**src/hdl/spst_pkg.sv**
```systemverilog
// ----------------------------------------------------------------------------
// spst_pkg
// Shared types, codes and constants for the sonar proximity stop block.
// ----------------------------------------------------------------------------
package spst_pkg;

   // Field widths
   localparam int DistWidth    = 8;
   localparam int TrigWidth    = 8;
   localparam int TimeoutWidth = 16;
   localparam int SpeedWidth   = 16;
   localparam int CsrDataWidth = 16;
   localparam int CsrIdxWidth  = 2;

   // Trigger widening while a stop is active
   localparam logic [TrigWidth:0] TrigWiden = (TrigWidth + 1)'(7);

   // Register reset values
   localparam logic [TrigWidth-1:0]    FrontTrigReset = TrigWidth'(25);
   localparam logic [TrigWidth-1:0]    BackTrigReset  = TrigWidth'(25);
   localparam logic [TimeoutWidth-1:0] TimeoutReset   = TimeoutWidth'(2);

   // Register indexes
   typedef enum logic [CsrIdxWidth-1:0] {
      CSR_FRONT_TRIGGER = 2'd0,
      CSR_BACK_TRIGGER  = 2'd1,
      CSR_STOP_TIMEOUT  = 2'd2
   } csr_idx_type;

   // Input opcodes
   typedef enum logic [1:0] {
      OP_SONAR = 2'd0,
      OP_SPEED = 2'd1,
      OP_TICK  = 2'd2,
      OP_DONE  = 2'd3
   } op_type;

   // Result event codes
   typedef enum logic [2:0] {
      EV_SET    = 3'd0,
      EV_CLEAR  = 3'd1,
      EV_ESCAPE = 3'd2,
      EV_DONE   = 3'd3,
      EV_PAUSED = 3'd4
   } evt_type;

   // Travel direction
   typedef enum logic [1:0] {
      DIR_NONE = 2'd0,
      DIR_FWD  = 2'd1,
      DIR_BACK = 2'd2
   } dir_type;

   // Configuration register set
   typedef struct packed {
      logic [TrigWidth-1:0]    front_trigger;
      logic [TrigWidth-1:0]    back_trigger;
      logic [TimeoutWidth-1:0] stop_timeout_ticks;
   } cfg_type;

   // Input item
   typedef struct packed {
      logic [1:0]                   opcode;
      logic [DistWidth-1:0]         range_front_left;
      logic [DistWidth-1:0]         range_front_right;
      logic [DistWidth-1:0]         range_back_left;
      logic [DistWidth-1:0]         range_back_right;
      logic signed [SpeedWidth-1:0] drive_speed;
   } req_item_type;

   // Result item
   typedef struct packed {
      logic [2:0] event_res;
      logic       escape_forward;
      logic       front_blocked;
      logic       rear_blocked;
   } rsp_item_type;

   // Core to result register: load strobe and item
   typedef struct packed {
      logic         load;
      rsp_item_type item;
   } rsp_load_type;

endpackage

```
**src/hdl/spst_req_if.sv**
```systemverilog
// ----------------------------------------------------------------------------
// spst_req_if
// Input channel: valid/ready handshake with the input item fields.
// ----------------------------------------------------------------------------
interface spst_req_if;

   logic                                   valid;
   logic                                   ready;
   logic [1:0]                             opcode;
   logic [spst_pkg::DistWidth-1:0]         range_front_left;
   logic [spst_pkg::DistWidth-1:0]         range_front_right;
   logic [spst_pkg::DistWidth-1:0]         range_back_left;
   logic [spst_pkg::DistWidth-1:0]         range_back_right;
   logic signed [spst_pkg::SpeedWidth-1:0] drive_speed;

   modport source (
      output valid, opcode, range_front_left, range_front_right,
             range_back_left, range_back_right, drive_speed,
      input  ready
   );

   modport sink (
      input  valid, opcode, range_front_left, range_front_right,
             range_back_left, range_back_right, drive_speed,
      output ready
   );

endinterface

```
**src/hdl/spst_rsp_if.sv**
```systemverilog
// ----------------------------------------------------------------------------
// spst_rsp_if
// Result channel: valid/ready handshake with the result item fields.
// ----------------------------------------------------------------------------
interface spst_rsp_if;

   logic       valid;
   logic       ready;
   logic [2:0] event_res;
   logic       escape_forward;
   logic       front_blocked;
   logic       rear_blocked;

   modport source (
      output valid, event_res, escape_forward, front_blocked, rear_blocked,
      input  ready
   );

   modport sink (
      input  valid, event_res, escape_forward, front_blocked, rear_blocked,
      output ready
   );

endinterface

```
**src/hdl/sonar_proximity_stop.sv**
```systemverilog
// ----------------------------------------------------------------------------
// sonar_proximity_stop
// Proximity stop supervisor: sonar, speed, tick and order-complete items in,
// set/clear/escape/done/paused events out.
// ----------------------------------------------------------------------------
// Every item is registered at the input, decided in one pass of short logic
// (four 9-bit compares, a 16-bit timer decrement) and its event, if any, is
// written to a one-entry result register. The block takes one item per clock
// cycle unless stalled; each event passes the input register and then the
// result register. Only an item that makes an event waits on the result
// register, so input transfers stall only while a result is held and not
// taken. Configuration writes are registered and should be made while the
// block is idle.
// ----------------------------------------------------------------------------
module sonar_proximity_stop (
   input  logic                              clock,
   input  logic                              reset,
   spst_req_if.sink                          req_chan,
   spst_rsp_if.source                        rsp_chan,
   input  logic                              csr_wr_en,
   input  logic [spst_pkg::CsrIdxWidth-1:0]  csr_index,
   input  logic [spst_pkg::CsrDataWidth-1:0] csr_wdata
);

   spst_pkg::cfg_type      cfg;
   spst_pkg::rsp_load_type rsp_load;
   logic                   slot_free;

   // Configuration registers
   spst_csr u_csr (
      .clock     (clock),
      .reset     (reset),
      .csr_wr_en (csr_wr_en),
      .csr_index (csr_index),
      .csr_wdata (csr_wdata),
      .cfg       (cfg)
   );

   // Decision logic and state
   spst_core u_core (
      .clock     (clock),
      .reset     (reset),
      .req_chan  (req_chan),
      .cfg       (cfg),
      .slot_free (slot_free),
      .rsp_load  (rsp_load)
   );

   // Result register
   spst_out u_out (
      .clock     (clock),
      .reset     (reset),
      .rsp_load  (rsp_load),
      .slot_free (slot_free),
      .rsp_chan  (rsp_chan)
   );

   // An empty result register never stalls the input
   a_ready_when_empty: assert property (@(posedge clock) disable iff (reset)
      !rsp_chan.valid |-> req_chan.ready)
      else $error("input stalled with empty result register");

   // A stop can only be set with a blocked side
   a_set_has_block: assert property (@(posedge clock) disable iff (reset)
      (rsp_chan.valid && rsp_chan.event_res == spst_pkg::EV_SET) |->
         (rsp_chan.front_blocked || rsp_chan.rear_blocked))
      else $error("stop set with no side blocked");

   // Escape goes away from the front obstacle; other events carry no direction
   a_escape_dir: assert property (@(posedge clock) disable iff (reset)
      rsp_chan.valid |->
         (rsp_chan.escape_forward ==
          ((rsp_chan.event_res == spst_pkg::EV_ESCAPE) && !rsp_chan.front_blocked)))
      else $error("escape direction mismatch");

   // An escape never happens when boxed in on both sides
   a_escape_not_boxed: assert property (@(posedge clock) disable iff (reset)
      (rsp_chan.valid && rsp_chan.event_res == spst_pkg::EV_ESCAPE) |->
         !(rsp_chan.front_blocked && rsp_chan.rear_blocked))
      else $error("escape with both sides blocked");

endmodule

```
**src/hdl/spst_csr.sv**
```systemverilog
// ----------------------------------------------------------------------------
// spst_csr
// Configuration registers: trigger distances and stop timeout.
// ----------------------------------------------------------------------------
module spst_csr (
   input  logic                                 clock,
   input  logic                                 reset,
   input  logic                                 csr_wr_en,
   input  logic [spst_pkg::CsrIdxWidth-1:0]     csr_index,
   input  logic [spst_pkg::CsrDataWidth-1:0]    csr_wdata,
   output spst_pkg::cfg_type                    cfg
);

   spst_pkg::cfg_type cfg_ff;
   spst_pkg::cfg_type cfg_in;

   // Decode the write; unknown indexes are dropped
   always_comb begin
      cfg_in = cfg_ff;
      if (csr_wr_en) begin
         unique case (csr_index)
            spst_pkg::CSR_FRONT_TRIGGER:
               cfg_in.front_trigger = csr_wdata[spst_pkg::TrigWidth-1:0];
            spst_pkg::CSR_BACK_TRIGGER:
               cfg_in.back_trigger = csr_wdata[spst_pkg::TrigWidth-1:0];
            spst_pkg::CSR_STOP_TIMEOUT:
               cfg_in.stop_timeout_ticks = csr_wdata[spst_pkg::TimeoutWidth-1:0];
            default: ;
         endcase
      end
   end

   always_ff @(posedge clock) begin
      if (reset) begin
         cfg_ff.front_trigger      <= spst_pkg::FrontTrigReset;
         cfg_ff.back_trigger       <= spst_pkg::BackTrigReset;
         cfg_ff.stop_timeout_ticks <= spst_pkg::TimeoutReset;
      end else begin
         cfg_ff <= cfg_in;
      end
   end

   assign cfg = cfg_ff;

endmodule

```
**src/hdl/spst_core.sv**
```systemverilog
// ----------------------------------------------------------------------------
// spst_core
// Input register, stop supervisor state and the single-pass decision logic.
// ----------------------------------------------------------------------------
module spst_core (
   input  logic                   clock,
   input  logic                   reset,
   spst_req_if.sink               req_chan,
   input  spst_pkg::cfg_type      cfg,
   input  logic                   slot_free,
   output spst_pkg::rsp_load_type rsp_load
);

   // Input register
   logic                    in_vld_ff;
   logic                    in_vld_in;
   spst_pkg::req_item_type  in_item_ff;

   // Supervisor state
   logic                                stop_active_ff, stop_active_in;
   logic                                front_flag_ff, front_flag_in;
   logic                                rear_flag_ff, rear_flag_in;
   spst_pkg::dir_type                   travel_dir_ff, travel_dir_in;
   logic [spst_pkg::TimeoutWidth-1:0]   timer_count_ff, timer_count_in;
   logic                                timer_armed_ff, timer_armed_in;
   logic                                escaped_flag_ff, escaped_flag_in;

   // Decision signals
   logic                               has_res;
   spst_pkg::rsp_item_type             res_item;
   logic                               advance;
   logic                               accept;
   logic [spst_pkg::TrigWidth:0]       widen;
   logic [spst_pkg::TrigWidth:0]       front_lim;
   logic [spst_pkg::TrigWidth:0]       back_lim;
   logic                               front_hit;
   logic                               rear_hit;
   logic                               stop_hit;

   // Widened trigger compares (9 bits, never wrap)
   always_comb begin
      widen     = stop_active_ff ? spst_pkg::TrigWiden : '0;
      front_lim = {1'b0, cfg.front_trigger} + widen;
      back_lim  = {1'b0, cfg.back_trigger} + widen;
      front_hit = ({1'b0, in_item_ff.range_front_left} <= front_lim) ||
                  ({1'b0, in_item_ff.range_front_right} <= front_lim);
      rear_hit  = ({1'b0, in_item_ff.range_back_left} <= back_lim) ||
                  ({1'b0, in_item_ff.range_back_right} <= back_lim);
      stop_hit  = ((travel_dir_ff == spst_pkg::DIR_FWD) && front_hit) ||
                  ((travel_dir_ff == spst_pkg::DIR_BACK) && rear_hit);
   end

   // Next state and result for the item in the input register
   always_comb begin
      stop_active_in  = stop_active_ff;
      front_flag_in   = front_flag_ff;
      rear_flag_in    = rear_flag_ff;
      travel_dir_in   = travel_dir_ff;
      timer_count_in  = timer_count_ff;
      timer_armed_in  = timer_armed_ff;
      escaped_flag_in = escaped_flag_ff;
      has_res         = 1'b0;
      res_item.event_res      = spst_pkg::EV_SET;
      res_item.escape_forward = 1'b0;

      unique case (spst_pkg::op_type'(in_item_ff.opcode))
         spst_pkg::OP_SONAR: begin
            front_flag_in  = front_hit;
            rear_flag_in   = rear_hit;
            stop_active_in = stop_hit;
            if (stop_hit != stop_active_ff) begin
               has_res = 1'b1;
               if (stop_hit) begin
                  timer_count_in     = cfg.stop_timeout_ticks;
                  timer_armed_in     = 1'b1;
                  res_item.event_res = spst_pkg::EV_SET;
               end else begin
                  timer_armed_in     = 1'b0;
                  res_item.event_res = spst_pkg::EV_CLEAR;
               end
            end
         end
         spst_pkg::OP_SPEED: begin
            if (in_item_ff.drive_speed[spst_pkg::SpeedWidth-1]) begin
               travel_dir_in = spst_pkg::DIR_BACK;
            end else if (in_item_ff.drive_speed != '0) begin
               travel_dir_in = spst_pkg::DIR_FWD;
            end else if (!stop_active_ff) begin
               travel_dir_in = spst_pkg::DIR_NONE;
            end
         end
         spst_pkg::OP_TICK: begin
            if (timer_armed_ff) begin
               if (timer_count_ff > spst_pkg::TimeoutWidth'(1)) begin
                  timer_count_in = timer_count_ff - spst_pkg::TimeoutWidth'(1);
               end else if (front_flag_ff && rear_flag_ff) begin
                  // Boxed in on both sides: re-arm
                  timer_count_in = cfg.stop_timeout_ticks;
                  timer_armed_in = 1'b1;
               end else begin
                  timer_count_in          = '0;
                  timer_armed_in          = 1'b0;
                  escaped_flag_in         = 1'b1;
                  has_res                 = 1'b1;
                  res_item.event_res      = spst_pkg::EV_ESCAPE;
                  res_item.escape_forward = !front_flag_ff;
               end
            end
         end
         spst_pkg::OP_DONE: begin
            timer_armed_in     = 1'b0;
            has_res            = 1'b1;
            res_item.event_res = escaped_flag_ff ? spst_pkg::EV_PAUSED
                                                 : spst_pkg::EV_DONE;
         end
         default: ;
      endcase

      res_item.front_blocked = front_flag_in;
      res_item.rear_blocked  = rear_flag_in;
   end

   // Advance when the item makes no result or the result slot can take one
   assign advance  = in_vld_ff && (!has_res || slot_free);
   assign req_chan.ready = !in_vld_ff || advance;
   assign accept   = req_chan.valid && req_chan.ready;
   assign in_vld_in = accept || (in_vld_ff && !advance);

   assign rsp_load.load = advance && has_res;
   assign rsp_load.item = res_item;

   // Input register control
   always_ff @(posedge clock) begin
      if (reset) begin
         in_vld_ff <= 1'b0;
      end else begin
         in_vld_ff <= in_vld_in;
      end
   end

   // Input register payload: load on transfer
   always_ff @(posedge clock) begin
      if (accept) begin
         in_item_ff.opcode            <= req_chan.opcode;
         in_item_ff.range_front_left  <= req_chan.range_front_left;
         in_item_ff.range_front_right <= req_chan.range_front_right;
         in_item_ff.range_back_left   <= req_chan.range_back_left;
         in_item_ff.range_back_right  <= req_chan.range_back_right;
         in_item_ff.drive_speed       <= req_chan.drive_speed;
      end
   end

   // Supervisor state: update as the item leaves the input register
   always_ff @(posedge clock) begin
      if (reset) begin
         stop_active_ff  <= 1'b0;
         front_flag_ff   <= 1'b0;
         rear_flag_ff    <= 1'b0;
         travel_dir_ff   <= spst_pkg::DIR_NONE;
         timer_count_ff  <= '0;
         timer_armed_ff  <= 1'b0;
         escaped_flag_ff <= 1'b0;
      end else if (advance) begin
         stop_active_ff  <= stop_active_in;
         front_flag_ff   <= front_flag_in;
         rear_flag_ff    <= rear_flag_in;
         travel_dir_ff   <= travel_dir_in;
         timer_count_ff  <= timer_count_in;
         timer_armed_ff  <= timer_armed_in;
         escaped_flag_ff <= escaped_flag_in;
      end
   end

endmodule

```
**src/hdl/spst_out.sv**
```systemverilog
// ----------------------------------------------------------------------------
// spst_out
// Result register: holds one result until the sink takes it.
// ----------------------------------------------------------------------------
module spst_out (
   input  logic                   clock,
   input  logic                   reset,
   input  spst_pkg::rsp_load_type rsp_load,
   output logic                   slot_free,
   spst_rsp_if.source             rsp_chan
);

   logic                   res_vld_ff;
   logic                   res_vld_in;
   spst_pkg::rsp_item_type res_item_ff;

   // Slot frees when empty or when the held result transfers this cycle
   assign slot_free  = !res_vld_ff || rsp_chan.ready;
   assign res_vld_in = rsp_load.load || (res_vld_ff && !rsp_chan.ready);

   always_ff @(posedge clock) begin
      if (reset) begin
         res_vld_ff <= 1'b0;
      end else begin
         res_vld_ff <= res_vld_in;
      end
   end

   // Capture a new result
   always_ff @(posedge clock) begin
      if (rsp_load.load) begin
         res_item_ff <= rsp_load.item;
      end
   end

   assign rsp_chan.valid          = res_vld_ff;
   assign rsp_chan.event_res      = res_item_ff.event_res;
   assign rsp_chan.escape_forward = res_item_ff.escape_forward;
   assign rsp_chan.front_blocked  = res_item_ff.front_blocked;
   assign rsp_chan.rear_blocked   = res_item_ff.rear_blocked;

endmodule
```
**src/flat_wrapper.sv**
```systemverilog
// flat-port wrapper written by rule: the top's interface ports become plain ports
module sonar_proximity_stop_flat 
  (clock, reset, csr_wr_en, csr_index, csr_wdata, req_chan_valid, req_chan_opcode, req_chan_range_front_left, req_chan_range_front_right, req_chan_range_back_left, req_chan_range_back_right, req_chan_drive_speed, req_chan_ready, rsp_chan_valid, rsp_chan_event_res, rsp_chan_escape_forward, rsp_chan_front_blocked, rsp_chan_rear_blocked, rsp_chan_ready);
  spst_req_if req_chan_i ();
  spst_rsp_if rsp_chan_i ();
  input  logic clock;
  input  logic reset;
  input  logic csr_wr_en;
  input  logic [spst_pkg::CsrIdxWidth-1:0] csr_index;
  input  logic [spst_pkg::CsrDataWidth-1:0] csr_wdata;
  input wire logic [$bits(req_chan_i.valid)-1:0] req_chan_valid;
  input wire logic [$bits(req_chan_i.opcode)-1:0] req_chan_opcode;
  input wire logic [$bits(req_chan_i.range_front_left)-1:0] req_chan_range_front_left;
  input wire logic [$bits(req_chan_i.range_front_right)-1:0] req_chan_range_front_right;
  input wire logic [$bits(req_chan_i.range_back_left)-1:0] req_chan_range_back_left;
  input wire logic [$bits(req_chan_i.range_back_right)-1:0] req_chan_range_back_right;
  input wire logic [$bits(req_chan_i.drive_speed)-1:0] req_chan_drive_speed;
  output wire logic [$bits(req_chan_i.ready)-1:0] req_chan_ready;
  output wire logic [$bits(rsp_chan_i.valid)-1:0] rsp_chan_valid;
  output wire logic [$bits(rsp_chan_i.event_res)-1:0] rsp_chan_event_res;
  output wire logic [$bits(rsp_chan_i.escape_forward)-1:0] rsp_chan_escape_forward;
  output wire logic [$bits(rsp_chan_i.front_blocked)-1:0] rsp_chan_front_blocked;
  output wire logic [$bits(rsp_chan_i.rear_blocked)-1:0] rsp_chan_rear_blocked;
  input wire logic [$bits(rsp_chan_i.ready)-1:0] rsp_chan_ready;
  assign req_chan_i.valid = req_chan_valid;
  assign req_chan_i.opcode = req_chan_opcode;
  assign req_chan_i.range_front_left = req_chan_range_front_left;
  assign req_chan_i.range_front_right = req_chan_range_front_right;
  assign req_chan_i.range_back_left = req_chan_range_back_left;
  assign req_chan_i.range_back_right = req_chan_range_back_right;
  assign req_chan_i.drive_speed = req_chan_drive_speed;
  assign req_chan_ready = req_chan_i.ready;
  assign rsp_chan_valid = rsp_chan_i.valid;
  assign rsp_chan_event_res = rsp_chan_i.event_res;
  assign rsp_chan_escape_forward = rsp_chan_i.escape_forward;
  assign rsp_chan_front_blocked = rsp_chan_i.front_blocked;
  assign rsp_chan_rear_blocked = rsp_chan_i.rear_blocked;
  assign rsp_chan_i.ready = rsp_chan_ready;
  sonar_proximity_stop u_core (.clock(clock), .reset(reset), .req_chan(req_chan_i), .rsp_chan(rsp_chan_i), .csr_wr_en(csr_wr_en), .csr_index(csr_index), .csr_wdata(csr_wdata));
endmodule
```
**config.mk**
```make
export PLATFORM = sky130hd
export DESIGN_NAME = sonar_proximity_stop_flat
export DESIGN_NICKNAME = d
export VERILOG_FILES = /design/src/hdl/spst_pkg.sv /design/src/hdl/spst_req_if.sv /design/src/hdl/spst_rsp_if.sv /design/src/hdl/sonar_proximity_stop.sv /design/src/hdl/spst_csr.sv /design/src/hdl/spst_core.sv /design/src/hdl/spst_out.sv /design/src/flat_wrapper.sv
export SDC_FILE = /design/constraint.sdc
export NUM_CORES = 1
export LEC_CHECK = 0
export ABC_AREA = 1
export BUFFER_PORTS_ARGS = -buffer_cell sky130_fd_sc_hd__buf_2
export CORE_AREA = 2 2 125 127
export DETAILED_ROUTE_END_ITERATION = 12
export DIE_AREA = 0 0 127 129
export SYNTH_ARGS = -nofsm -noshare
export SYNTH_HDL_FRONTEND = slang
export SYNTH_SLANG_ARGS = --single-unit
```
**constraint.sdc**
```tcl
create_clock -name clock -period 5.3 [get_ports clock]
set_input_delay 1.06 -clock clock [delete_from_list [all_inputs] [get_ports clock]]
set_output_delay 1.06 -clock clock [all_outputs]
set_load 0.005 [all_outputs]
```
-- Word-level counts from Yosys, hierarchy flattened
Cells that the tools add are included.
- latch bits: 0
- input bits: 73
- memory bits (writable): 0
- memories: 0
- memory bits (read-only): 0
- output and inout port bits: 8
- register bits after elaboration: 113
- logic and storage cells: 112
- shifts and indexed selects: 0
- order comparisons: 5
- bitwise operators: 4
- add/subtract/negate cells: 3
- reduce and logical (&&, ||, !) cells: 36
- multiply operators: 0
- div/mod/pow operators: 0
- equal/unequal tests: 12
- mux-type cells: 30
- operators with widths (operator ; count):
    $mux 16 ; 5
    $le 8x9->1 ; 4
    $pmux 16 s2 ; 1
    $add 8x9->9 ; 2
    $mux 3 ; 6
    $gt 16x1->1 const B ; 1
    $reduce_bool 16->1 ; 1
    $sub 16x1->16 const B ; 1
    $mux 1 ; 12
    $reduce_and 5->1 ; 2
    $pmux 3 s3 ; 1
    $eq 2x2->1 const B ; 4
    $logic_and 1x1->1 ; 8
    $logic_or 1x1->1 ; 8
    $reduce_and 2->1 ; 4
    $eq 2x1->1 const B ; 3
    $logic_not 1->1 ; 6
    $mux 2 ; 3
    $ne 2x2->1 const B ; 3
    $pmux 1 s3 ; 2
    $reduce_and 3->1 ; 2
    $logic_not 2->1 ; 2
    $not 1->1 ; 4
    $reduce_or 4->1 ; 1
    4 further kinds ; 4

-- Depth between registers and ports, before layout
Gate-level depths: netlist of run 1.
- word-level depth: 15
- gate-level depth with buffers: 31
- depth with buffers taken out: 31

-- Modules after synthesis
From an unflattened synthesis of run 1, not the netlist that was laid out.
- cells, all modules: 791
- area, all modules: 6227.2 um2
- by module, submodules not included (module ; area an instance (um2) ; instances ; sequential area each (um2) ; cells each):
    spst_core ; 4684.5 ; 1 ; 1981.9 ; 585
    spst_csr ; 1320.0 ; 1 ; 640.6 ; 195
    spst_out ; 222.7 ; 1 ; 200.2 ; 11

-- Worst setup path after synthesis of run 1
OpenSTA, ideal clock, no wires.
- path kind: register to register
- from: register u_core.u_core.stop_active_ff
- to: register u_core.u_core.in_item_ff[0] in the netlist's numbering (enable)
- arrival time: 4.499 ns
- path buffers: 0
- path slack: 0.396 ns
- setup time: 0.404 ns
- data required time: 4.896 ns
- clock period less this slack: 4.904 ns
- cell stages (with the launch flop): 28
- cells stage by stage: dfxtp_1 -> ha_1 -> inv_1 -> fa_1 -> inv_1 -> nand3_1 -> nand2_2 -> nand2_1 -> nor2_1 -> xor2_1 -> ha_1 -> a21oi_1 -> nor2_1 -> a21oi_1 -> inv_1 -> nor2_1 -> nand2_1 -> nand3_2 -> nand2_2 -> nand2_1 -> inv_1 -> ha_1 -> inv_1 -> a21oi_1 -> a21oi_1 -> nand4_1 -> nand2_1 -> inv_1
- cells in the longest elaborated chain, start to end: 14
- elaborated cells between the ends (all ways): 20
- those cells by class: add/sub (2); order compare (4); eq/ne (1); mux (3); reduce/logical (10)
- ends and longest elaborated chain (item ; line ; source):
    from (decl) ; spst_core.sv:20 ; logic stop_active_ff, stop_active_in;
    from (signal assigned) ; spst_core.sv:164 ; stop_active_ff <= stop_active_in;
    $mux 3 ; spst_core.sv:42 ; widen = stop_active_ff ? spst_pkg::TrigWiden : '0;
    $add 8x9->9, on equally long branches ; spst_core.sv:43, spst_core.sv:44 ;
    $le 8x9->1, on equally long branches ; n/a ;
    $logic_or 1x1->1, on equally long branches ; spst_core.sv:45, spst_core.sv:47 ;
    $logic_and 1x1->1, on equally long branches ; spst_core.sv:49, spst_core.sv:50 ;
    $logic_or 1x1->1 ; spst_core.sv:49 ; stop_hit = ((travel_dir_ff == spst_pkg::DIR_FWD) && front_hit) ||
    $ne 1x1->1 * ; spst_core.sv:71 ; if (stop_hit != stop_active_ff) begin
    $mux 1 * ; spst_core.sv:71 ;
    $pmux 1 s3 * ; spst_core.sv:66 ; unique case (spst_pkg::op_type'(in_item_ff.opcode))
    $logic_not 1->1 * ; spst_core.sv:124 ; assign advance = in_vld_ff && (!has_res || slot_free);
    $logic_or 1x1->1 * ; spst_core.sv:124 ;
    $logic_and 1x1->1 * ; spst_core.sv:124 ;
    $logic_or 1x1->1 * ; spst_core.sv:125 ; assign req_chan.ready = !in_vld_ff || advance;
    via req_chan_ready ; flat_wrapper.sv:18 ; output wire logic [$bits(req_chan_i.ready)-1:0] req_chan_ready;
    $logic_and 1x1->1 * ; spst_core.sv:126 ; assign accept = req_chan.valid && req_chan.ready;
    via u_core.u_core.accept ; spst_core.sv:32 ; logic accept;
    to (decl) ; spst_core.sv:17 ; spst_pkg::req_item_type in_item_ff;
Mark *: on every way through the listed nets, which the timed path passes. The rest lies on a longest branch.
A chain may end at the register's enable or synchronous reset.

-- Worst setup path in the final report of run 1
- from: register u_core.u_core.stop_active_ff
- to: output port req_chan_ready
- cells in the longest elaborated chain, start to end: 13
- elaborated cells between the ends (all ways): 19
- those cells by class: add/sub (2); order compare (4); eq/ne (1); mux (3); reduce/logical (9)
- ends and longest elaborated chain (item ; line):
    $mux 3 ; spst_core.sv:42
    $add 8x9->9, on equally long branches ; spst_core.sv:43, spst_core.sv:44
    $le 8x9->1, on equally long branches ; n/a
    $logic_or 1x1->1, on equally long branches ; spst_core.sv:45, spst_core.sv:47
    $logic_and 1x1->1, on equally long branches ; spst_core.sv:49, spst_core.sv:50
    $logic_or 1x1->1 ; spst_core.sv:49
    $ne 1x1->1 * ; spst_core.sv:71
    $mux 1 * ; spst_core.sv:71
    $pmux 1 s3 * ; spst_core.sv:66
    $logic_not 1->1 * ; spst_core.sv:124
    $logic_or 1x1->1 * ; spst_core.sv:124
    $logic_and 1x1->1 * ; spst_core.sv:124
    $logic_or 1x1->1 * ; spst_core.sv:125
    to (decl) ; flat_wrapper.sv:18
Mark *: on every way between the ends. The rest lies on a longest branch, timed or not.

==> results_dict.tcl, run 1 <==
set metrics [dict create \
    synthCells 696 \
    hpwlAfterDp_um 9585 \
    p_per_area_nw_per_um2 326.7 \
    ctsHoldBuffers 0 \
    required_ns 4.24 \
    worstSkewPairLatency_ns 0.41 \
    grt_pass1_vias 4824 \
    path_cells "buf_6 -> ha_2 -> inv_1 -> fa_2 -> o21ai_2 -> nand3_1 -> xor2_1 -> ha_1 -> nand3_1 -> a21oi_2 -> nand4_1 -> nor2_1 -> nor2_1 -> nand3_2 -> nand2_2 -> nand2_2 -> inv_1 -> ha_4 -> inv_2 -> a21oi_2 -> a21oi_2 -> nand4_1 -> buf_2" \
    fp.dieW_um 127 \
    end_kind "output port" \
    min_period_over_period_pct 95.37 \
    fillers 1408 \
    worst_setup_path_start_kind "register" \
    place.gp.congestion 0.8553 \
    multi_input_area_um2 2779 \
    h-tree-depth 4 \
    clock_skew_ns 0.007571 \
    crit_family "adder cells" \
    antenna_found_initial 0 \
    outcome "complete, no violations" \
    syn_area_per_cell_um2 8.526 \
    cts_made_buffers 17 \
    portBuffers 80 \
    yosysUniqueCellTypes 42 \
    slew_viol_final 0 \
    cts_sinks 113 \
    async_flop_share_pct 0 \
    synth_fp_nets 806 \
    sw_frac_of_total_pct 25.52 \
    pwr-share-seq_pct 41.3 \
    core_area_um2 14980 \
    cts_buffer_depth 2 \
    cts_root_buf "clkbuf_16" \
    min_period_ns 5.054 \
    leakagePower_nw 3.262 \
    cp_max_fo 5 \
    holdCritPathClass "register to register" \
    crit_top_cell "a21oi_2" \
    drive_above_1_share_pct 20.99 \
    fin_nets 902 \
    fin_cells 993 \
    mostFrequentLayoutCell "nand2_1" \
    syn_to_final_growth_pct 22.48 \
    cts_tree "built" \
    gr-total-overflow 0 \
    die_y_um 129 \
    arrival_ns 3.99 \
    route.detailed.drc 0 \
    clkSlewWorstSetupHoldPaths_ns 0.06 \
    finalPower_w 0.002374 \
    netlist_area_um2 5934 \
    final_cell_mix "127 x nand2_1, 87 x nor2_1, 80 x buf_2, 72 x inv_1, 56 x edfxtp_1" \
    cap_viol_max_count 0 \
    finalSetupViolCount 0 \
    holdWs_ns 0.4574 \
    first_pass_iters 5 \
    p_clk_share_pct 48.1 \
    slew_headroom_pct 32.88 \
    vias 4966 \
    num_io_pins 81 \
    fin_area_um2 7268 \
    max_stage_delay_ns 0.41 \
    ys_seq_area_share_pct 47.56 \
    tightest_slew_ns 0.9991 \
    peakVddDrop_v 0.0002421 \
    crit_buf_inv 5 \
    grt_util_all_layers_pct 16.91 \
    dp.cells 953 \
    dieArea_um2 16380 \
    antennaDiodeCount 0 \
    regArea_um2 2828 \
    grt_first_pass_wirelength_um 22050 \
    intPower_w 0.001768 \
    timing_worst_setup_path_type "register to output port" \
    synth_edf_count 56 \
    vias_per_cell 5.001 \
    power_frac_comb_pct 10.6 \
    dpl_cell_area_um2 6533 \
    ys_seq_elements 113 \
    fmax_mhz 197.8 \
    hold_violations 0 \
    ys_warn_count 0 \
    route.antenna.remaining_nets 0 \
    row_count 45 \
    grt_max_degree 50 \
    synth_flop_cell "dfxtp_1" \
    power.switching_w 0.0006059 \
    finalWirelength_um 13240 \
    initialDrtViolationCount 380 \
    crit_slowest_cell "fa_2" \
    wl_per_cell_um 13.33 \
    initial_core_util_pct 39.62 \
]
area by class of cell:
cell class              count  share of cell area, %
clock buffers              17                  5.853
multi-input cells         485                  38.23
clock inverters            15                  2.410
flip-flops and latches    113                  38.91
repair buffers             94                  7.179
well taps                 188                  3.236
inverters                  81                  4.183
power by group through the flow:
stage	clock network (W)	registers, W	logic, W
detailed placement	0	0.000998	0.000240
global route	0.00122	0.000985	0.000286
CTS	0.00117	0.000980	0.000244
global placement	0	0.000998	0.000232
floorplan	0	0.000994	0.000163
finish	0.00114	0.000981	0.000251
path summary, 6_finish.rpt:
| path | cells past startpoint | from | slack (ns) | to |
|---|---|---|---|---|
| max reg2reg | 25 | u_core.u_core.stop_active_ff | 0.96 | u_core.u_core.in_item_ff[30] |
| max | 23 | u_core.u_core.stop_active_ff | 0.25 | req_chan_ready |
| min reg2reg | 2 | u_core.u_csr.cfg[2] | 0.46 | u_core.u_csr.cfg[2] |
| min | 2 | u_core.u_csr.cfg[2] | 0.46 | u_core.u_csr.cfg[2] |
per-layer routing:
metal	vias up	GRT usage (%)	wire (um)
li1	2555	-	-
met1	2279	19.96	5796
met2	110	29.19	6683
met3	22	5.114	533
met4	0	6.335	227
met5	-	0	0
Yosys cell counts (2+ instances only):
cell / instances / area [um2]
a211oi_1: 3 / 22.52
a21boi_0: 2 / 15.01
a21o_1: 4 / 30.03
a21oi_1: 48 / 240.2
a32o_1: 3 / 30.03
buf_2: 7 / 35.03
buf_6: 3 / 33.78
clkbuf_1: 6 / 22.52
clkinv_1: 3 / 11.26
dfxtp_1: 57 / 1141
edfxtp_1: 56 / 1682
fa_1: 2 / 40.04
ha_1: 35 / 437.9
inv_1: 74 / 277.8
inv_2: 4 / 15.01
nand2_1: 129 / 484.2
nand2_2: 6 / 37.54
nand3_1: 31 / 155.2
nand3_2: 5 / 50.05
nand3b_1: 18 / 135.1
nand4_1: 17 / 106.4
nor2_1: 89 / 334.1
nor2_2: 3 / 18.77
nor3_1: 10 / 50.05
nor4_1: 5 / 31.28
o211ai_1: 3 / 22.52
o21ai_0: 42 / 210.2
o22ai_1: 5 / 31.28
xnor2_1: 3 / 26.28
xor2_1: 11 / 96.34
sequential cells by signal, summed over array words and instances (netlist names), 2 cells and up:
name	flops
u_core.u_out.rsp_chan.event_res	3
u_core.u_csr.cfg	32
u_core.u_core.travel_dir_ff	2
u_core.u_core.timer_count_ff	16
u_core.u_core.in_item_ff	50
through the flow:
stage	TNS (ns)	utilization [%]	setup WS [ns]
global placement	0	43.62	0.4204
finish	0	48.53	0.2456
CTS	0	47.85	0.02007
global route	-0.03657	48.53	-0.03657
detailed placement	0	43.62	0.2559
floorplan	0	-	0.3964
logic make-up (layout without fill, tap and decap cells):
group           after synthesis  count (layout)  share of synthesized area (%)
buf+inv                      98             207                          6.725
xor+xnor                     14              14                          2.066
compound gates              116             116                          10.88
flops                       113             113                          47.56
simple gates                318             318                          24.71
fa+ha+maj                    37              37                          8.054
tightest hold or removal path: stages, from the launching register on:
cell and delay [ns]:
dfxtp_1 0.29, inv_1 0.06, a21oi_1 0.06
what timing repair did:
| item | CTS | global route |
|---|---|---|
| pin swaps | 6 | 13 |
| cloned | 0 | 0 |
| endpoints found under the setup margin | 1 | 1 |
| setup buffers | 3 | 5 |
| resized for setup | 5 | 17 |
Note: power is estimated with default switching activity, not from simulation.
==> run 2, diff against run 1 <==
--- a/config.mk
+++ b/config.mk
@@ -7,9 +7,9 @@
 export LEC_CHECK = 0
 export ABC_AREA = 1
 export BUFFER_PORTS_ARGS = -buffer_cell sky130_fd_sc_hd__buf_2
-export CORE_AREA = 2 2 125 127
+export CORE_AREA = 2 2 132 121
 export DETAILED_ROUTE_END_ITERATION = 12
-export DIE_AREA = 0 0 127 129
+export DIE_AREA = 0 0 134 123
 export SYNTH_ARGS = -nofsm -noshare
 export SYNTH_HDL_FRONTEND = slang
 export SYNTH_SLANG_ARGS = --single-unit
==> run 2 against run 1 <==
  * Clock-buffer cell count stayed put
  * Combinational power grew 2%
  * Sequential cell count did not move
  * Non-clock buffer count fell by 1
  * Sequential power hardly changed
  * First-iteration DRC count rose by 8.9%
  * Highest routed layer unchanged
  * Design area up 1.0%
==> results_dict.tcl, run 2 (synthesis gave the netlist of run 1 again) <==
set metrics [dict create \
    rrSetupSlack_ns 0.94 \
    setup_slack_ns 0.2714 \
    vias 4923 \
    worst_setup_path_start_kind "register" \
    mostFrequentLayoutCell "nand2_1" \
    initial_core_util_pct 39.25 \
    fin_nets 901 \
    cts_root_buf "clkbuf_16" \
    cp_max_fo 5 \
    largest_register_ffs 50 \
    die_y_um 123 \
    outcome "complete, no violations" \
    route.antenna.remaining_nets 0 \
    regMostFlops "u_core.u_core.in_item_ff" \
    min_period_ns 5.029 \
    clock_skew_ns 0.006227 \
    grt_first_pass_wirelength_um 22300 \
    slew_headroom_pct 41.99 \
    first_pass_iters 5 \
    finalWirelength_um 13660 \
    worstSkewPairLatency_ns 0.41 \
    finalSetupViolCount 0 \
    syn_to_final_growth_pct 23.74 \
    core_area_um2 15120 \
    num_io_pins 81 \
    gr-total-overflow 0 \
    fmax_mhz 198.9 \
    ctsHoldBuffers 0 \
    holdCritPathClass "register to register" \
    portBuffers 80 \
    hold_violations 0 \
    antennaDiodeCount 0 \
    timing_worst_setup_path_type "register to output port" \
    place.gp.congestion 0.8675 \
    peakVddDrop_v 0.0002394 \
    antenna_found_initial 0 \
    min_period_over_period_pct 94.88 \
    wl_per_cell_um 13.57 \
    h-tree-depth 4 \
    grt_util_all_layers_pct 17.42 \
    drive_above_1_share_pct 21.14 \
    end_kind "output port" \
    grt_pass1_vias 4694 \
    leakagePower_nw 3.259 \
    required_ns 4.24 \
    row_count 43 \
    fp.dieW_um 134 \
    cap_viol_max_count 0 \
    grt_max_degree 50 \
    cts_buffer_depth 2 \
    dpl_cell_area_um2 6558 \
    initialDrtViolationCount 414 \
    tightest_slew_ns 0.8636 \
    slew_viol_final 0 \
    vias_per_cell 4.894 \
    hpwlAfterDp_um 9856 \
    fin_area_um2 7343 \
    clkSlewWorstSetupHoldPaths_ns 0.05 \
    route.detailed.drc 0 \
    final_cell_mix "127 x nand2_1, 87 x nor2_1, 80 x buf_2, 72 x inv_1, 56 x edfxtp_1" \
    arrival_ns 3.97 \
    cts_sinks 113 \
    p_per_area_nw_per_um2 330.6 \
    cts_made_buffers 17 \
    dp_slack_ns 0.2384 \
    cts_tree "built" \
    dieArea_um2 16480 \
]
[run 2: area by class of cell]
class,count,area [um2]
clock buffer,17,425.4
clock inverter,15,191.4
fill,1402,7775
inverter,81,304.0
multi-input combinational,485,2828
sequential,113,2828
tap,202,252.7
timing repair buffer,93,514.2
[run 2: final timing paths]
kind / depth (start not counted) / to / startpoint
worst min-delay path: 2 / u_core.u_csr.cfg[4] / u_core.u_csr.cfg[4]
worst max register to register: 26 / u_core.u_core.in_item_ff[30] / u_core.u_core.stop_active_ff
worst min register to register: 2 / u_core.u_csr.cfg[4] / u_core.u_csr.cfg[4]
worst max-delay path: 23 / req_chan_ready / u_core.u_core.stop_active_ff
[run 2: power breakdown]
group / internal [W] / leakage, nW / switching [W]
clock: 0.000781 / 0.292 / 0.000409
combinational: 0.000105 / 1.96 / 0.000151
sequential: 0.000961 / 1.01 / 0.0000215
[run 2: critical path, cell delays in order, from the launching register on]
cell     delay (ns)
dfxtp_4        0.38
buf_6          0.13
ha_2           0.17
inv_1          0.06
fa_2           0.42
o21ai_2        0.14
nand3_2        0.11
xor2_2         0.17
ha_1           0.32
nand3_2        0.09
a21oi_2        0.14
nand4_1        0.11
nor2_2         0.14
nor2_1         0.07
nand3_2        0.08
nand2_2        0.08
nand2_2        0.09
inv_1          0.07
ha_4           0.21
inv_2          0.05
a21oi_1        0.07
a21oi_1        0.20
nand4_1        0.13
buf_2          0.15
[run 2: timing repair]
item                       CTS  global route
resized for setup            4            24
setup endpoints to repair    1             1
buffers inserted             2             4
pin swaps                    4            13
[run 2: metal layers]
metal	vias to the layer above	share of wire, %	GRT usage [%]	wire length [um]
met5	-	0	0	0
met4	0	1.4	6.582	193
met3	15	4.9	4.715	675
met2	114	48	28.11	6520
met1	2249	46	22.50	6266
li1	2545	-	-	-
[run 2: metrics by stage]
stage / power [W] / hold WS (ns) / std cells / TNS, ns / utilization, %
floorplan: 0.001156 / 0.4303 / 696 / 0 / -
global placement: 0.001234 / 0.4532 / 968 / 0 / 43.38
detailed placement: 0.001242 / 0.4601 / 968 / 0 / 43.38
CTS: 0.002443 / 0.4686 / 1002 / 0 / 47.61
global route: 0.002539 / 0.4965 / 1006 / -0.03361 / 48.57
finish: 0.002428 / 0.4683 / 1006 / 0 / 48.57
==> run 3, diff against run 2 <==
--- a/config.mk
+++ b/config.mk
@@ -5,11 +5,11 @@
 export SDC_FILE = /design/constraint.sdc
 export NUM_CORES = 1
 export LEC_CHECK = 0
-export ABC_AREA = 1
 export BUFFER_PORTS_ARGS = -buffer_cell sky130_fd_sc_hd__buf_2
-export CORE_AREA = 2 2 132 121
+export CAP_MARGIN = 20
+export CORE_AREA = 2 2 131 120
 export DETAILED_ROUTE_END_ITERATION = 12
-export DIE_AREA = 0 0 134 123
+export DIE_AREA = 0 0 133 122
 export SYNTH_ARGS = -nofsm -noshare
 export SYNTH_HDL_FRONTEND = slang
 export SYNTH_SLANG_ARGS = --single-unit
==> run 3 against run 2 <==
  * The flow now finishes with violations (setup timing)
  * Clock-buffer cell count grew 2
  * Design area grew 0.78%
  * Die area shrank 1.6%
  * Critical path type unchanged
  * Critical endpoint unchanged
==> results_dict.tcl, run 3 <==
set metrics [dict create \
    die_y_um 122 \
    final_cell_mix "79 x buf_2, 67 x nand2_1, 56 x edfxtp_1, 55 x dfxtp_1, 48 x nor2_1" \
    crit_slowest_cell "dfxtp_4" \
    r2r_start "u_core.u_core.stop_active_ff" \
    grt_pass1_vias 4757 \
    dieArea_um2 16230 \
    worstSkewPairLatency_ns 0.42 \
    vias 4825 \
    outcome "complete, but fails checks" \
    p_per_area_nw_per_um2 315.5 \
    route.detailed.drc 0 \
    yosysTopAreaCell "edfxtp_1" \
    min_period_ns 5.539 \
    cap_viol_max_count 0 \
    peakVddDrop_v 0.0002939 \
    hold_violations 0 \
    wl_per_cell_um 15.61 \
    multi_input_area_um2 3019 \
    clock_skew_ns 0.007737 \
    antennaDiodeCount 0 \
    slew_headroom_pct 36.30 \
    largest_register_ffs 50 \
    holdCritPathClass "register to register" \
    fin_cells 909 \
    synthMostInstantiatedCell "nand2_1" \
    ys_warn_count 0 \
    hpwlAfterDp_um 10140 \
    violations "setup timing" \
    h-tree-depth 4 \
    tightest_slew_ns 0.9513 \
    rsz0062_at_grt "true" \
    slew_viol_final 0 \
    fin_area_um2 7401 \
    cts_made_buffers 17 \
    num_io_pins 81 \
    r2r_cells 21 \
    worst_setup_path_start_kind "register" \
    grt_max_degree 55 \
    syn_area_per_cell_um2 9.988 \
    max_stage_delay_ns 0.36 \
    dp_slack_ns -0.1562 \
    min_to "u_core.u_csr.cfg[3]" \
    initialDrtViolationCount 320 \
    regMostFlops "u_core.u_core.in_item_ff" \
    finalWirelength_um 14190 \
    row_count 43 \
    fin_nets 804 \
    cts_sinks 113 \
    rrSetupSlack_ns 0.32 \
    synth_flop_cell "dfxtp_1" \
    dpl_cell_area_um2 6574 \
    core_area_um2 15010 \
    place.gp.congestion 0.8904 \
    reg2reg_to "u_core.u_core.timer_count_ff[5]" \
    synth_edf_count 56 \
    route.antenna.remaining_nets 0 \
    cp_max_fo 4 \
    drive_above_1_share_pct 26.31 \
    ys_seq_elements 113 \
    synthCells 587 \
    arrival_ns 4.48 \
    hp-start "u_core.u_csr.cfg[3]" \
    cts_root_buf "clkbuf_16" \
    path_cells "buf_4 -> ha_1 -> and2b_2 -> o2111ai_4 -> xor2_2 -> ha_1 -> and3_4 -> and2_4 -> a221o_1 -> o211ai_1 -> o21ai_2 -> and2_4 -> ha_4 -> inv_2 -> nand2_2 -> a21oi_2 -> a21oi_2 -> or3_4 -> buf_6" \
    initial_core_util_pct 39.06 \
    netlist_area_um2 5863 \
    gr-total-overflow 0 \
    setup_slack_ns -0.2388 \
    fillers 1388 \
    first_pass_iters 4 \
    regArea_um2 2828 \
    holdPathStages 2 \
    clkSlewWorstSetupHoldPaths_ns 0.06 \
    grt_util_all_layers_pct 18.51 \
    end_kind "output port" \
    synth_fp_nets 697 \
    required_ns 4.24 \
    cts_tree "built" \
    syn_to_final_growth_pct 26.23 \
    antenna_found_initial 0 \
    dp.cells 866 \
    grt_first_pass_wirelength_um 23500 \
    ys_top_cells_by_area "edfxtp_1 29%, dfxtp_1 19%, ha_1 7.5%" \
    yosysTopAreaCellShare_pct 28.68 \
    yosysUniqueCellTypes 68 \
    fp.dieW_um 133 \
    fin_util_pct 49.30 \
    leakagePower_nw 2.977 \
    timing_worst_setup_path_type "register to output port" \
    fmax_mhz 180.5 \
    async_flop_share_pct 0 \
    ctsHoldBuffers 0 \
    finalSetupViolCount 1 \
    mostFrequentLayoutCell "buf_2" \
    portBuffers 80 \
    cts_buffer_depth 2 \
    min_period_over_period_pct 104.5 \
    vias_per_cell 5.308 \
    synthTopCellsByCount "68 x nand2_1, 57 x dfxtp_1, 56 x edfxtp_1, 49 x nor2_1, 39 x a21oi_1" \
    ys_seq_area_share_pct 48.14 \
]
## run 3: changes by cell type in the layout (fill, tap and decap cells not counted), sizes merged, moves of 8 or more
cell    change
a21oi       -9
nand3b     -17
nor2b       +8
nand4      -15
nand3      -21
a211oi      +8
nand2      -67
nor2       -41
and3        +8
o31ai      +11
mux2i      +11
buf        +16
o21ai      -11
inv        -49
## run 3: final cells by class
class	instances	share of cell area (%)
Clock inverter	13	1.741
Sequential cell	113	38.21
Clock buffer	19	5.985
Tap cell	202	3.415
Timing Repair Buffer	109	8.487
Inverter	27	1.369
Multi-Input combinational cell	426	40.79
## run 3: how the worst max path moves through the flow
stage,startpoint,endpoint,slack (ns),cells past startpoint
global placement,u_core.u_core.stop_active_ff,req_chan_ready,-0.04,20
global route,u_core.u_core.stop_active_ff,req_chan_ready,-0.45,20
floorplan,u_core.u_core.stop_active_ff,req_chan_ready,0.05,19
finish,u_core.u_core.stop_active_ff,req_chan_ready,-0.24,19
CTS,u_core.u_core.stop_active_ff,req_chan_ready,-0.31,21
detailed placement,u_core.u_core.stop_active_ff,req_chan_ready,-0.16,20
## run 3: stage by stage
step / power, W / hold slack, ns / setup TNS, ns
after floorplan: 0.001147 / 0.4360 / 0
after global placement: 0.001232 / 0.4455 / -0.04034
after detailed placement: 0.001240 / 0.4509 / -0.1562
after CTS: 0.002354 / 0.4586 / -0.3087
after global routing: 0.002431 / 0.4775 / -0.4497
final: 0.002335 / 0.4581 / -0.2388
## run 3: repair_timing
item,in CTS,in global routing
pin swaps,15,13
setup buffers,10,1
gates resized for setup,24,13
cloned,0,0
setup endpoints to repair,2,48
## run 3: kinds of logic (layout without fill, tap and decap cells)
family	count (synthesis)	after routing	share of synthesized area (%)
buffers and inverters	48	168	3.180
and+or+nand+nor	201	201	16.39
AOI/OAI and AO/OA	159	159	18.74
muxes	11	11	1.878
adders and majority gates	37	37	8.152
DFF	113	113	48.14
xor gates and xnor gates	18	18	3.521
## run 3: power breakdown
group / switching, W / internal (W) / total, W
logic: 0.000141 / 0.000115 / 0.000256
clock network: 0.000430 / 0.000664 / 0.00109
registers: 0.0000277 / 0.000957 / 0.000985
total: 0.000598 / 0.00174 / 0.00233
## run 3: critical path, delay by kind of cell (launching register included)
family | cells | cell delay [ns]
adder cells (fa/ha/maj) | 3 | 0.85
XOR/XNOR | 1 | 0.20
AND/OR/NAND/NOR | 6 | 1.19
flip-flops | 1 | 0.36
AO/OA/AOI/OAI | 6 | 1.14
buffers and inverters | 3 | 0.32
## run 3: per-layer routing
metal	share of wire [%]	track usage [%]
met5	0	0
met4	1.7	6.989
met1	46	23.45
met3	4.9	4.619
met2	47	30.70
